==> src/dss_pkg.sv <==
`timescale 1ns / 1ps
// ----------------------------------------------------------------------------
// dss_pkg
// Shared widths, codes, byte constants and decode helpers for the
// duration string parser.
// ----------------------------------------------------------------------------
package dss_pkg;

   localparam int NUM_W  = 31;   // magnitude of any legal value, <= 2^31-1
   localparam int MUL_W  = 25;   // widest unit multiplier (365 days)
   localparam int PROD_W = NUM_W + MUL_W;

   localparam int ONE_DAY = 24 * 60 * 60;

   // parse phases
   localparam logic [1:0] PH_LEAD = 2'd0;
   localparam logic [1:0] PH_PRE  = 2'd1;
   localparam logic [1:0] PH_DIG  = 2'd2;
   localparam logic [1:0] PH_POST = 2'd3;

   // result status codes
   localparam logic [1:0] ST_OK    = 2'd0;
   localparam logic [1:0] ST_EMPTY = 2'd1;
   localparam logic [1:0] ST_BAD   = 2'd2;
   localparam logic [1:0] ST_RANGE = 2'd3;

   // byte codes
   localparam logic [7:0] CH_SPACE = 8'h20;
   localparam logic [7:0] CH_TAB   = 8'h09;
   localparam logic [7:0] CH_CR    = 8'h0D;
   localparam logic [7:0] CH_MINUS = 8'h2D;
   localparam logic [7:0] CH_0     = 8'h30;
   localparam logic [7:0] CH_9     = 8'h39;
   localparam logic [7:0] CH_UC_A  = 8'h41;
   localparam logic [7:0] CH_UC_Z  = 8'h5A;
   localparam logic [7:0] CH_LC_A  = 8'h61;
   localparam logic [7:0] CH_LC_Z  = 8'h7A;
   localparam logic [7:0] CH_UC_Y  = 8'h59;
   localparam logic [7:0] CH_UC_M  = 8'h4D;
   localparam logic [7:0] CH_UC_W  = 8'h57;
   localparam logic [7:0] CH_LC_W  = 8'h77;
   localparam logic [7:0] CH_UC_D  = 8'h44;
   localparam logic [7:0] CH_LC_D  = 8'h64;
   localparam logic [7:0] CH_LC_H  = 8'h68;
   localparam logic [7:0] CH_LC_M  = 8'h6D;
   localparam logic [7:0] CH_LC_S  = 8'h73;

   // Segment handed from the scanner to the result stage.
   typedef struct packed {
      logic [NUM_W-1:0]  total;  // sum of segments already resolved
      logic [PROD_W-1:0] prod;   // last segment value times its unit
      logic              pend;   // prod still has to be added
      logic              neg;
      logic [1:0]        err;
      logic              empty;
   } dss_close_type;

   function automatic logic is_space(input logic [7:0] c);
      return (c == CH_SPACE) || (c >= CH_TAB && c <= CH_CR);
   endfunction

   function automatic logic is_alpha(input logic [7:0] c);
      return (c >= CH_UC_A && c <= CH_UC_Z) || (c >= CH_LC_A && c <= CH_LC_Z);
   endfunction

   // Seconds per unit letter, zero if the byte is not a unit letter.
   function automatic logic [MUL_W-1:0] unit_mul(input logic [7:0] c);
      logic [MUL_W-1:0] m;
      unique case (c)
         CH_UC_Y:          m = MUL_W'(ONE_DAY * 365);
         CH_UC_M:          m = MUL_W'(ONE_DAY * 31);
         CH_UC_W, CH_LC_W: m = MUL_W'(ONE_DAY * 7);
         CH_UC_D, CH_LC_D: m = MUL_W'(ONE_DAY);
         CH_LC_H:          m = MUL_W'(60 * 60);
         CH_LC_M:          m = MUL_W'(60);
         CH_LC_S:          m = MUL_W'(1);
         default:          m = '0;
      endcase
      return m;
   endfunction

endpackage

==> src/dss_req_if.sv <==
`timescale 1ns / 1ps
// ----------------------------------------------------------------------------
// dss_req_if
// Byte channel into the parser: one character and an end-of-string mark.
// ----------------------------------------------------------------------------
interface dss_req_if;
   logic       valid;
   logic       ready;
   logic [7:0] char_in;
   logic       last;

   modport source (output valid, output char_in, output last, input ready);
   modport sink   (input valid, input char_in, input last, output ready);
endinterface

==> src/dss_rsp_if.sv <==
`timescale 1ns / 1ps
// ----------------------------------------------------------------------------
// dss_rsp_if
// Result channel out of the parser: signed seconds and a status code.
// ----------------------------------------------------------------------------
interface dss_rsp_if;
   logic              valid;
   logic              ready;
   logic signed [31:0] seconds;
   logic [1:0]        status;

   modport source (output valid, output seconds, output status, input ready);
   modport sink   (input valid, input seconds, input status, output ready);
endinterface

==> src/duration_string_to_seconds_core.sv <==
`timescale 1ns / 1ps
// ----------------------------------------------------------------------------
// duration_string_to_seconds_core
// Parses a duration string such as "-1d 2h30m5" into signed seconds.
//
// Usage: bytes of a string arrive on req (char_in, last), one item per
// cycle while req.ready is high; last marks the final byte. For each
// string one item appears on rsp with seconds and status (0 ok, 1 empty,
// 2 bad text, 3 out of range); seconds is 0 whenever status is not ok.
// Throughput: one byte per cycle while req.ready is high, strings back to
// back with no gap. A finished string waits in a hold stage, then in the
// result register. A unit letter multiplies its segment into a product
// register; the add into the running total happens in the following
// cycle, and the final segment is added and signed in the result stage.
// Stall: the result register and the stage before it each hold one
// string; req.ready drops only while both are full and rsp.ready is low.
// Reset (synchronous, active high) clears the parse state and both
// valid flags.
// ----------------------------------------------------------------------------
module duration_string_to_seconds_core
   import dss_pkg::*;
(
   input  logic      clock,
   input  logic      reset,
   dss_req_if.sink   req,
   dss_rsp_if.source rsp
);

   logic          accept;
   logic          out_free;
   logic          close_valid;
   dss_close_type close;

   logic          fin_valid_ff, fin_valid_in;
   dss_close_type fin_ff,       fin_in;

   logic               rsp_valid_ff, rsp_valid_in;
   logic signed [31:0] seconds_ff,   seconds_in;
   logic [1:0]         status_ff,    status_in;

   assign out_free  = !rsp_valid_ff || rsp.ready;
   assign req.ready = !fin_valid_ff || out_free;
   assign accept    = req.valid && req.ready;

   dss_scan u_scan (
      .clock       (clock),
      .reset       (reset),
      .accept      (accept),
      .char_in     (req.char_in),
      .last        (req.last),
      .close_valid (close_valid),
      .close       (close)
   );

   // hold a finished string until the result register frees up
   always_comb begin
      fin_valid_in = fin_valid_ff;
      fin_in       = fin_ff;
      if (close_valid) begin
         fin_valid_in = 1'b1;
         fin_in       = close;
      end else if (out_free) begin
         fin_valid_in = 1'b0;
      end
   end

   // add the last segment, check range, apply the sign
   logic [NUM_W:0]   fin_sum;
   logic             fin_over;
   logic [NUM_W-1:0] fin_mag;

   assign fin_sum  = {1'b0, fin_ff.total} + {1'b0, fin_ff.prod[NUM_W-1:0]};
   assign fin_over = fin_ff.pend &&
                     ((|fin_ff.prod[PROD_W-1:NUM_W]) || fin_sum[NUM_W]);
   assign fin_mag  = fin_ff.pend ? fin_sum[NUM_W-1:0] : fin_ff.total;

   always_comb begin
      rsp_valid_in = rsp_valid_ff;
      seconds_in   = seconds_ff;
      status_in    = status_ff;
      if (out_free) begin
         rsp_valid_in = fin_valid_ff;
         seconds_in   = '0;
         if (fin_ff.err != ST_OK) begin
            status_in = fin_ff.err;
         end else if (fin_ff.empty) begin
            status_in = ST_EMPTY;
         end else if (fin_over) begin
            status_in = ST_RANGE;
         end else begin
            status_in  = ST_OK;
            seconds_in = fin_ff.neg ? -$signed({1'b0, fin_mag})
                                    :  $signed({1'b0, fin_mag});
         end
      end
   end

   always_ff @(posedge clock) begin
      if (reset) begin
         fin_valid_ff <= 1'b0;
         rsp_valid_ff <= 1'b0;
      end else begin
         fin_valid_ff <= fin_valid_in;
         rsp_valid_ff <= rsp_valid_in;
      end
      fin_ff     <= fin_in;
      seconds_ff <= seconds_in;
      status_ff  <= status_in;
   end

   assign rsp.valid   = rsp_valid_ff;
   assign rsp.seconds = seconds_ff;
   assign rsp.status  = status_ff;

endmodule

==> src/dss_scan.sv <==
`timescale 1ns / 1ps
// ----------------------------------------------------------------------------
// dss_scan
// Per-byte parse state. A closed segment is multiplied by its unit into a
// pending product register and added to the running total next cycle.
// ----------------------------------------------------------------------------
module dss_scan
   import dss_pkg::*;
(
   input  logic          clock,
   input  logic          reset,
   input  logic          accept,
   input  logic [7:0]    char_in,
   input  logic          last,
   output logic          close_valid,
   output dss_close_type close
);

   logic [NUM_W-1:0]  total_ff,  total_in;
   logic [NUM_W-1:0]  number_ff, number_in;
   logic              neg_ff,    neg_in;
   logic [1:0]        phase_ff,  phase_in;
   logic [1:0]        err_ff,    err_in;
   logic              pend_ff,   pend_in;
   logic [PROD_W-1:0] prod_ff,   prod_in;

   // resolve the product left by the previous cycle
   logic [NUM_W:0]    res_sum;
   logic              res_err;
   logic [NUM_W-1:0]  total_res;
   logic [1:0]        err_eff;

   assign res_sum   = {1'b0, total_ff} + {1'b0, prod_ff[NUM_W-1:0]};
   assign res_err   = pend_ff && ((|prod_ff[PROD_W-1:NUM_W]) || res_sum[NUM_W]);
   assign total_res = (pend_ff && !res_err) ? res_sum[NUM_W-1:0] : total_ff;
   assign err_eff   = (err_ff != ST_OK) ? err_ff : (res_err ? ST_RANGE : ST_OK);

   // byte decode
   logic [NUM_W+3:0]  digit_sum;
   logic [MUL_W-1:0]  mul;
   logic [NUM_W-1:0]  number_nx;
   logic              neg_nx;
   logic [1:0]        phase_nx;
   logic [1:0]        err_nx;
   logic              unit_close;
   logic              final_close;
   logic [PROD_W-1:0] prod_nx;

   assign digit_sum = {1'b0, number_ff, 3'b000} + {3'b000, number_ff, 1'b0}
                    + (NUM_W+4)'(char_in - CH_0);
   assign mul = unit_mul(char_in);

   always_comb begin
      number_nx  = number_ff;
      neg_nx     = neg_ff;
      phase_nx   = phase_ff;
      err_nx     = err_eff;
      unit_close = 1'b0;
      if (err_eff == ST_OK) begin
         if (is_space(char_in)) begin
            if (phase_ff == PH_DIG) begin
               phase_nx = PH_POST;
            end
         end else if (char_in >= CH_0 && char_in <= CH_9) begin
            if (phase_ff == PH_POST) begin
               err_nx = ST_BAD;
            end else if (|digit_sum[NUM_W+3:NUM_W]) begin
               err_nx = ST_RANGE;
            end else begin
               number_nx = digit_sum[NUM_W-1:0];
               phase_nx  = PH_DIG;
            end
         end else if (char_in == CH_MINUS && phase_ff == PH_LEAD) begin
            neg_nx   = 1'b1;
            phase_nx = PH_PRE;
         end else if (is_alpha(char_in)) begin
            if (mul == '0) begin
               err_nx = ST_BAD;
            end else begin
               // an empty segment adds nothing
               unit_close = (phase_ff == PH_DIG) || (phase_ff == PH_POST);
               number_nx  = '0;
               phase_nx   = PH_PRE;
            end
         end else begin
            err_nx = ST_BAD;
         end
      end
   end

   // trailing number on the final byte counts as seconds
   assign final_close = last && (err_nx == ST_OK) &&
                        ((phase_nx == PH_DIG) || (phase_nx == PH_POST));
   assign prod_nx = final_close ? {{MUL_W{1'b0}}, number_nx}
                                : {{MUL_W{1'b0}}, number_ff} * {{NUM_W{1'b0}}, mul};

   assign close_valid = accept && last;
   always_comb begin
      close.total = total_res;
      close.prod  = prod_nx;
      close.pend  = unit_close || final_close;
      close.neg   = neg_nx;
      close.err   = err_nx;
      close.empty = (err_nx == ST_OK) && (phase_nx == PH_LEAD);
   end

   always_comb begin
      total_in  = total_res;
      number_in = number_ff;
      neg_in    = neg_ff;
      phase_in  = phase_ff;
      err_in    = err_eff;
      pend_in   = 1'b0;
      prod_in   = prod_nx;
      if (accept) begin
         if (last) begin
            // string done: the result stage takes it, start over
            total_in  = '0;
            number_in = '0;
            neg_in    = 1'b0;
            phase_in  = PH_LEAD;
            err_in    = ST_OK;
         end else begin
            number_in = number_nx;
            neg_in    = neg_nx;
            phase_in  = phase_nx;
            err_in    = err_nx;
            pend_in   = unit_close;
         end
      end
   end

   always_ff @(posedge clock) begin
      if (reset) begin
         total_ff  <= '0;
         number_ff <= '0;
         neg_ff    <= 1'b0;
         phase_ff  <= PH_LEAD;
         err_ff    <= ST_OK;
         pend_ff   <= 1'b0;
      end else begin
         total_ff  <= total_in;
         number_ff <= number_in;
         neg_ff    <= neg_in;
         phase_ff  <= phase_in;
         err_ff    <= err_in;
         pend_ff   <= pend_in;
      end
      prod_ff <= prod_in;
   end

endmodule
==> src/flat_wrapper.sv <==
// flat-port wrapper written by rule: the top's interface ports become plain ports
module duration_string_to_seconds_core_flat import dss_pkg::*;
  (clock, reset, req_valid, req_char_in, req_last, req_ready, rsp_valid, rsp_seconds, rsp_status, rsp_ready);
  dss_req_if req_i ();
  dss_rsp_if rsp_i ();
  input  logic clock;
  input  logic reset;
  input wire logic [$bits(req_i.valid)-1:0] req_valid;
  input wire logic [$bits(req_i.char_in)-1:0] req_char_in;
  input wire logic [$bits(req_i.last)-1:0] req_last;
  output wire logic [$bits(req_i.ready)-1:0] req_ready;
  output wire logic [$bits(rsp_i.valid)-1:0] rsp_valid;
  output wire logic [$bits(rsp_i.seconds)-1:0] rsp_seconds;
  output wire logic [$bits(rsp_i.status)-1:0] rsp_status;
  input wire logic [$bits(rsp_i.ready)-1:0] rsp_ready;
  assign req_i.valid = req_valid;
  assign req_i.char_in = req_char_in;
  assign req_i.last = req_last;
  assign req_ready = req_i.ready;
  assign rsp_valid = rsp_i.valid;
  assign rsp_seconds = rsp_i.seconds;
  assign rsp_status = rsp_i.status;
  assign rsp_i.ready = rsp_ready;
  duration_string_to_seconds_core u_core (.clock(clock), .reset(reset), .req(req_i), .rsp(rsp_i));
endmodule
==> config.mk <==
export PLATFORM = sky130hd
export DESIGN_NAME = duration_string_to_seconds_core_flat
export DESIGN_NICKNAME = d
export VERILOG_FILES = /design/src/dss_pkg.sv /design/src/dss_req_if.sv /design/src/dss_rsp_if.sv /design/src/duration_string_to_seconds_core.sv /design/src/dss_scan.sv /design/src/flat_wrapper.sv
export SDC_FILE = /design/constraint.sdc
export NUM_CORES = 2
export LEC_CHECK = 0
export ABC_AREA = 1
export BUFFER_PORTS_ARGS = -buffer_cell sky130_fd_sc_hd__buf_2
export CORE_ASPECT_RATIO = 1.75
export CORE_MARGIN = 4
export CORE_UTILIZATION = 50
export DETAILED_ROUTE_END_ITERATION = 7
export PLACE_DENSITY = 0.74
export SLEW_MARGIN = 20
export SYNTH_ARGS = -nofsm -noshare
export SYNTH_HDL_FRONTEND = slang
export SYNTH_SLANG_ARGS = --single-unit
==> constraint.sdc <==
create_clock -name clock -period 17.5 [get_ports clock]
set_input_delay 0.875 -clock clock [delete_from_list [all_inputs] [get_ports clock]]
set_output_delay 0.875 -clock clock [all_outputs]
set_load 0.02 [all_outputs]
==> key figures <==
Status
  – Run status: finished clean

Timing
  – Max-slew violations: 0
  – Slew @ Worst Pin: 0.995 ns
  – Final worst setup slack: 7.68 ns
  – Final hold viol count: 0
  – Fin Setup TNS: 0 ns
  – Count of final setup violators: 0
  – Worst hold slack: 0.461 ns
  – Normalized max-slew margin: 0.337
  – Final worst path period share: 0.561
  – RSZ-0062 raised after global routing: false
  – Min cycle time layout: 9.82 ns
  – Clk_skew: 0.0216 ns
  – F_max: 102 MHz

Cells and area
  – Post-layout util: 0.533
  – Nets@finish: 6067
  – Filler cell count: 7518
  – Final Instance Count excl. Fillers: 6163
  – Share of layout cells above drive strength 1: 0.0487
  – Fin area: 0.0413 mm^2
  – Area growth, synth to finish: 5.49%
  – Sequential cell area: 0.00631 mm^2
  – Area of the multi-input gates: 0.0277 mm^2

Global route
  – Largest net degree at the start of global routing: 61
  – Antenna violations before repair: 4
  – Gr ovfl total: 0
  – Global-route wire length before repair: 204 mm
  – Vias in the first global route: 36293
  – Overall Global Routing Usage: 0.331

CTS
  – Cts hold-fix bufs: 0
  – H-tree level count: 1
  – CTS tree: done
  – CTS sink count: 252
  – Setup bufs post-CTS: 0
  – CTS root buf: clkbuf_16
  – Worst-path clk slew: 0.07 ns
  – Worst-Skew Late Latency: 0.56 ns
  – PostCTS Resize Cnt: 0
  – Clock Path Buffers: 3
  – CTS buffer count: 24

Logic synthesis
  – Most numerous cell in the Yosys netlist: inv_1
  – Largest family of logic cells by synthesized area: adder cells
  – Synth top cells by count: 1204 x inv_1, 990 x nand2_1, 607 x nor2_1
  – Post-synth EDFFs: 126
  – Post-synth top area cell: fa_1
  – Synth Area in Simple Gates: 0.213
  – Syn nets: 6082
  – Top-area cell type share of the netlist area: 0.273
  – Yosys reg bits: 252
  – Syn Inst Count: 5130
  – Synth area leaders: fa_1 27%, ha_1 13%, inv_1 12%
  – Post-synthesis instance area: 0.0392 mm^2
  – Post-synthesis adder-cell area fraction: 0.402
  – Seq/Total Area, Yosys: 0.161
  – Compound-cell area share of the yosys netlist: 0.0646
  – Async SR Flop Fraction: 0
  – Synth warnings: 0
  – Number of distinct library cells after synthesis: 50
  – Mean Syn Cell Area: 7.63 um^2
  – Mux share of post-synthesis cell area: 0
  – Area share of xor/xnor cells in the synthesized design: 0.0273
  – Main flop type after synthesis: edfxtp_1

Setup path
  – Worst Path Required: 17.76 ns
  – WS Path Type: in -> reg
  – Startpoint types: input port
  – Arrival @ worst endpoint: 10.08 ns
  – Crit path top cell by count: inv_1
  – CP max stage delay: 0.68 ns
  – Worst-path cell with the longest stage delay: nor2_2
  – CP Capture Type: register
  – Crit Path Max Fanout: 32

Floorplanning
  – Top Ports: 49
  – Die Ht: 378 um
  – Starting Density: 0.505
  – Die footprint: 0.0830 mm^2
  – Std cell rows: 135
  – Die X: 220 um
  – Core area: 0.0775 mm^2

Power
  – Switching share of total power: 0.277
  – Comb pwr share: 0.121
  – Sw power: 0.377 mW
  – Clock power frac: 0.413
  – Share of power burned in registers: 0.466
  – Leakage Power: 21.5 nW
  – Pint: 0.984 mW
  – Final Power: 1.36 mW
  – Power density cells: 33.0 mW/mm^2
  – Maximum vdd drop: 0.0571 mV

Routing
  – WL/cell: 21.7 um
  – Initial DRC Count: 2199
  – 1st-pass router iterations: 6
  – Number of remaining DRC errors: 0
  – ANT nets after route: 0
  – Via count: 33944
  – Routed WL: 134 mm
  – Via density per instance: 5.51

Placement
  – DP Area: 0.0405 mm^2
  – Detailed placement HPWL: 110 mm
  – Placed Instances: 6116
  – Port bufs: 48
  – Pre-CTS WS: 7.37 ns
  – GP Congestion: 1.04

Run
  – Max Cap Viol: 0

Worst hold path
  – Hold Crit Class: reg -> reg
power groups by stage:
stage                     Clock, mW  Combinational (mW)  Sequential (mW)
after floorplan                   0               0.107            0.652
after global placement            0               0.160            0.648
after detailed placement          0               0.162            0.648
after CTS                     0.569               0.162            0.635
after global routing          0.586               0.181            0.636
final                         0.562               0.164            0.635
registers in the layout, indices dropped and copies added, names as in the netlist:
register                 cells
u_core.rsp.status            2
u_core.rsp.seconds          32
u_core.u_scan.total_ff      31
u_core.u_scan.phase_ff       2
u_core.u_scan.number_ff     31
u_core.u_scan.err_ff         2
u_core.u_scan.pend_ff        1
u_core.u_scan.prod_ff       56
u_core.rsp.valid             1
u_core.u_scan.neg_ff         1
u_core.fin_valid_ff          1
u_core.fin_ff               92
cells by family (layout without fill, tap and decap cells):
group / count (synthesis) / count (layout)
buffers and inverters: 1356 / 1358
XOR/XNOR: 122 / 122
adder cells (fa/ha/maj): 939 / 939
flip-flops: 252 / 252
AO/OA/AOI/OAI: 463 / 463
AND/OR/NAND/NOR: 1998 / 1998
other: 0 / 4
layout by cell type (no fill, tap or decap), types with 14 or more instances in the layout:
cell type  synthesis  final
xnor2_1           46     46
nand4_1           84     84
nand3_1          154    154
nor2_2            16     18
xor2_1            76     76
dfxtp_1          126    126
edfxtp_1         126    126
nor2_1           607    603
fa_1             534    534
o21bai_1          21     21
nand2_1          990    990
buf_4              1     44
o21ai_0          113    112
nor4_1            14     14
nand2_2           37     37
clkbuf_16          0     26
buf_2             19     48
a31oi_1           14     14
or2_2             32     32
o21ai_1           29     29
nor3_1            33     32
ha_1             405    405
a21oi_1          234    234
inv_1           1204   1204
path summary, 6_finish.rpt:
check	cells past startpoint	startpoint	slack, ns	to
max	37	req_char_in[4]	7.68	u_core.fin_ff[54]
min	2	u_core.fin_valid_ff	0.46	u_core.rsp.valid
max reg2reg	27	u_core.u_scan.number_ff[16]	8.97	u_core.fin_ff[54]
min reg2reg	2	u_core.fin_valid_ff	0.46	u_core.rsp.valid
critical path: cells and delay by family:
family	cells	cell delay [ns]
buffers and inverters	12	1.48
AO/OA/AOI/OAI	6	1.45
adder cells (fa/ha/maj)	9	4.01
AND/OR/NAND/NOR	10	2.17
cell type report:
| class | instances | share of cell area |
|---|---|---|
| multi-input cells | 3522 | 0.671 |
| flip-flops and latches | 252 | 0.153 |
| inverters | 1223 | 0.111 |
| well taps | 1027 | 0.0311 |
| clock buffers | 28 | 0.0164 |
| repair buffers | 92 | 0.0138 |
| clock inverters | 15 | 0.00354 |
| diodes | 4 | 0.000242 |
per-layer routing:
metal	track usage	wire, um
met4	0.331	18300
met5	0	27
met3	0.0487	7310
met1	0.295	39400
met2	0.609	68900
(Power assumes the default switching activity.)
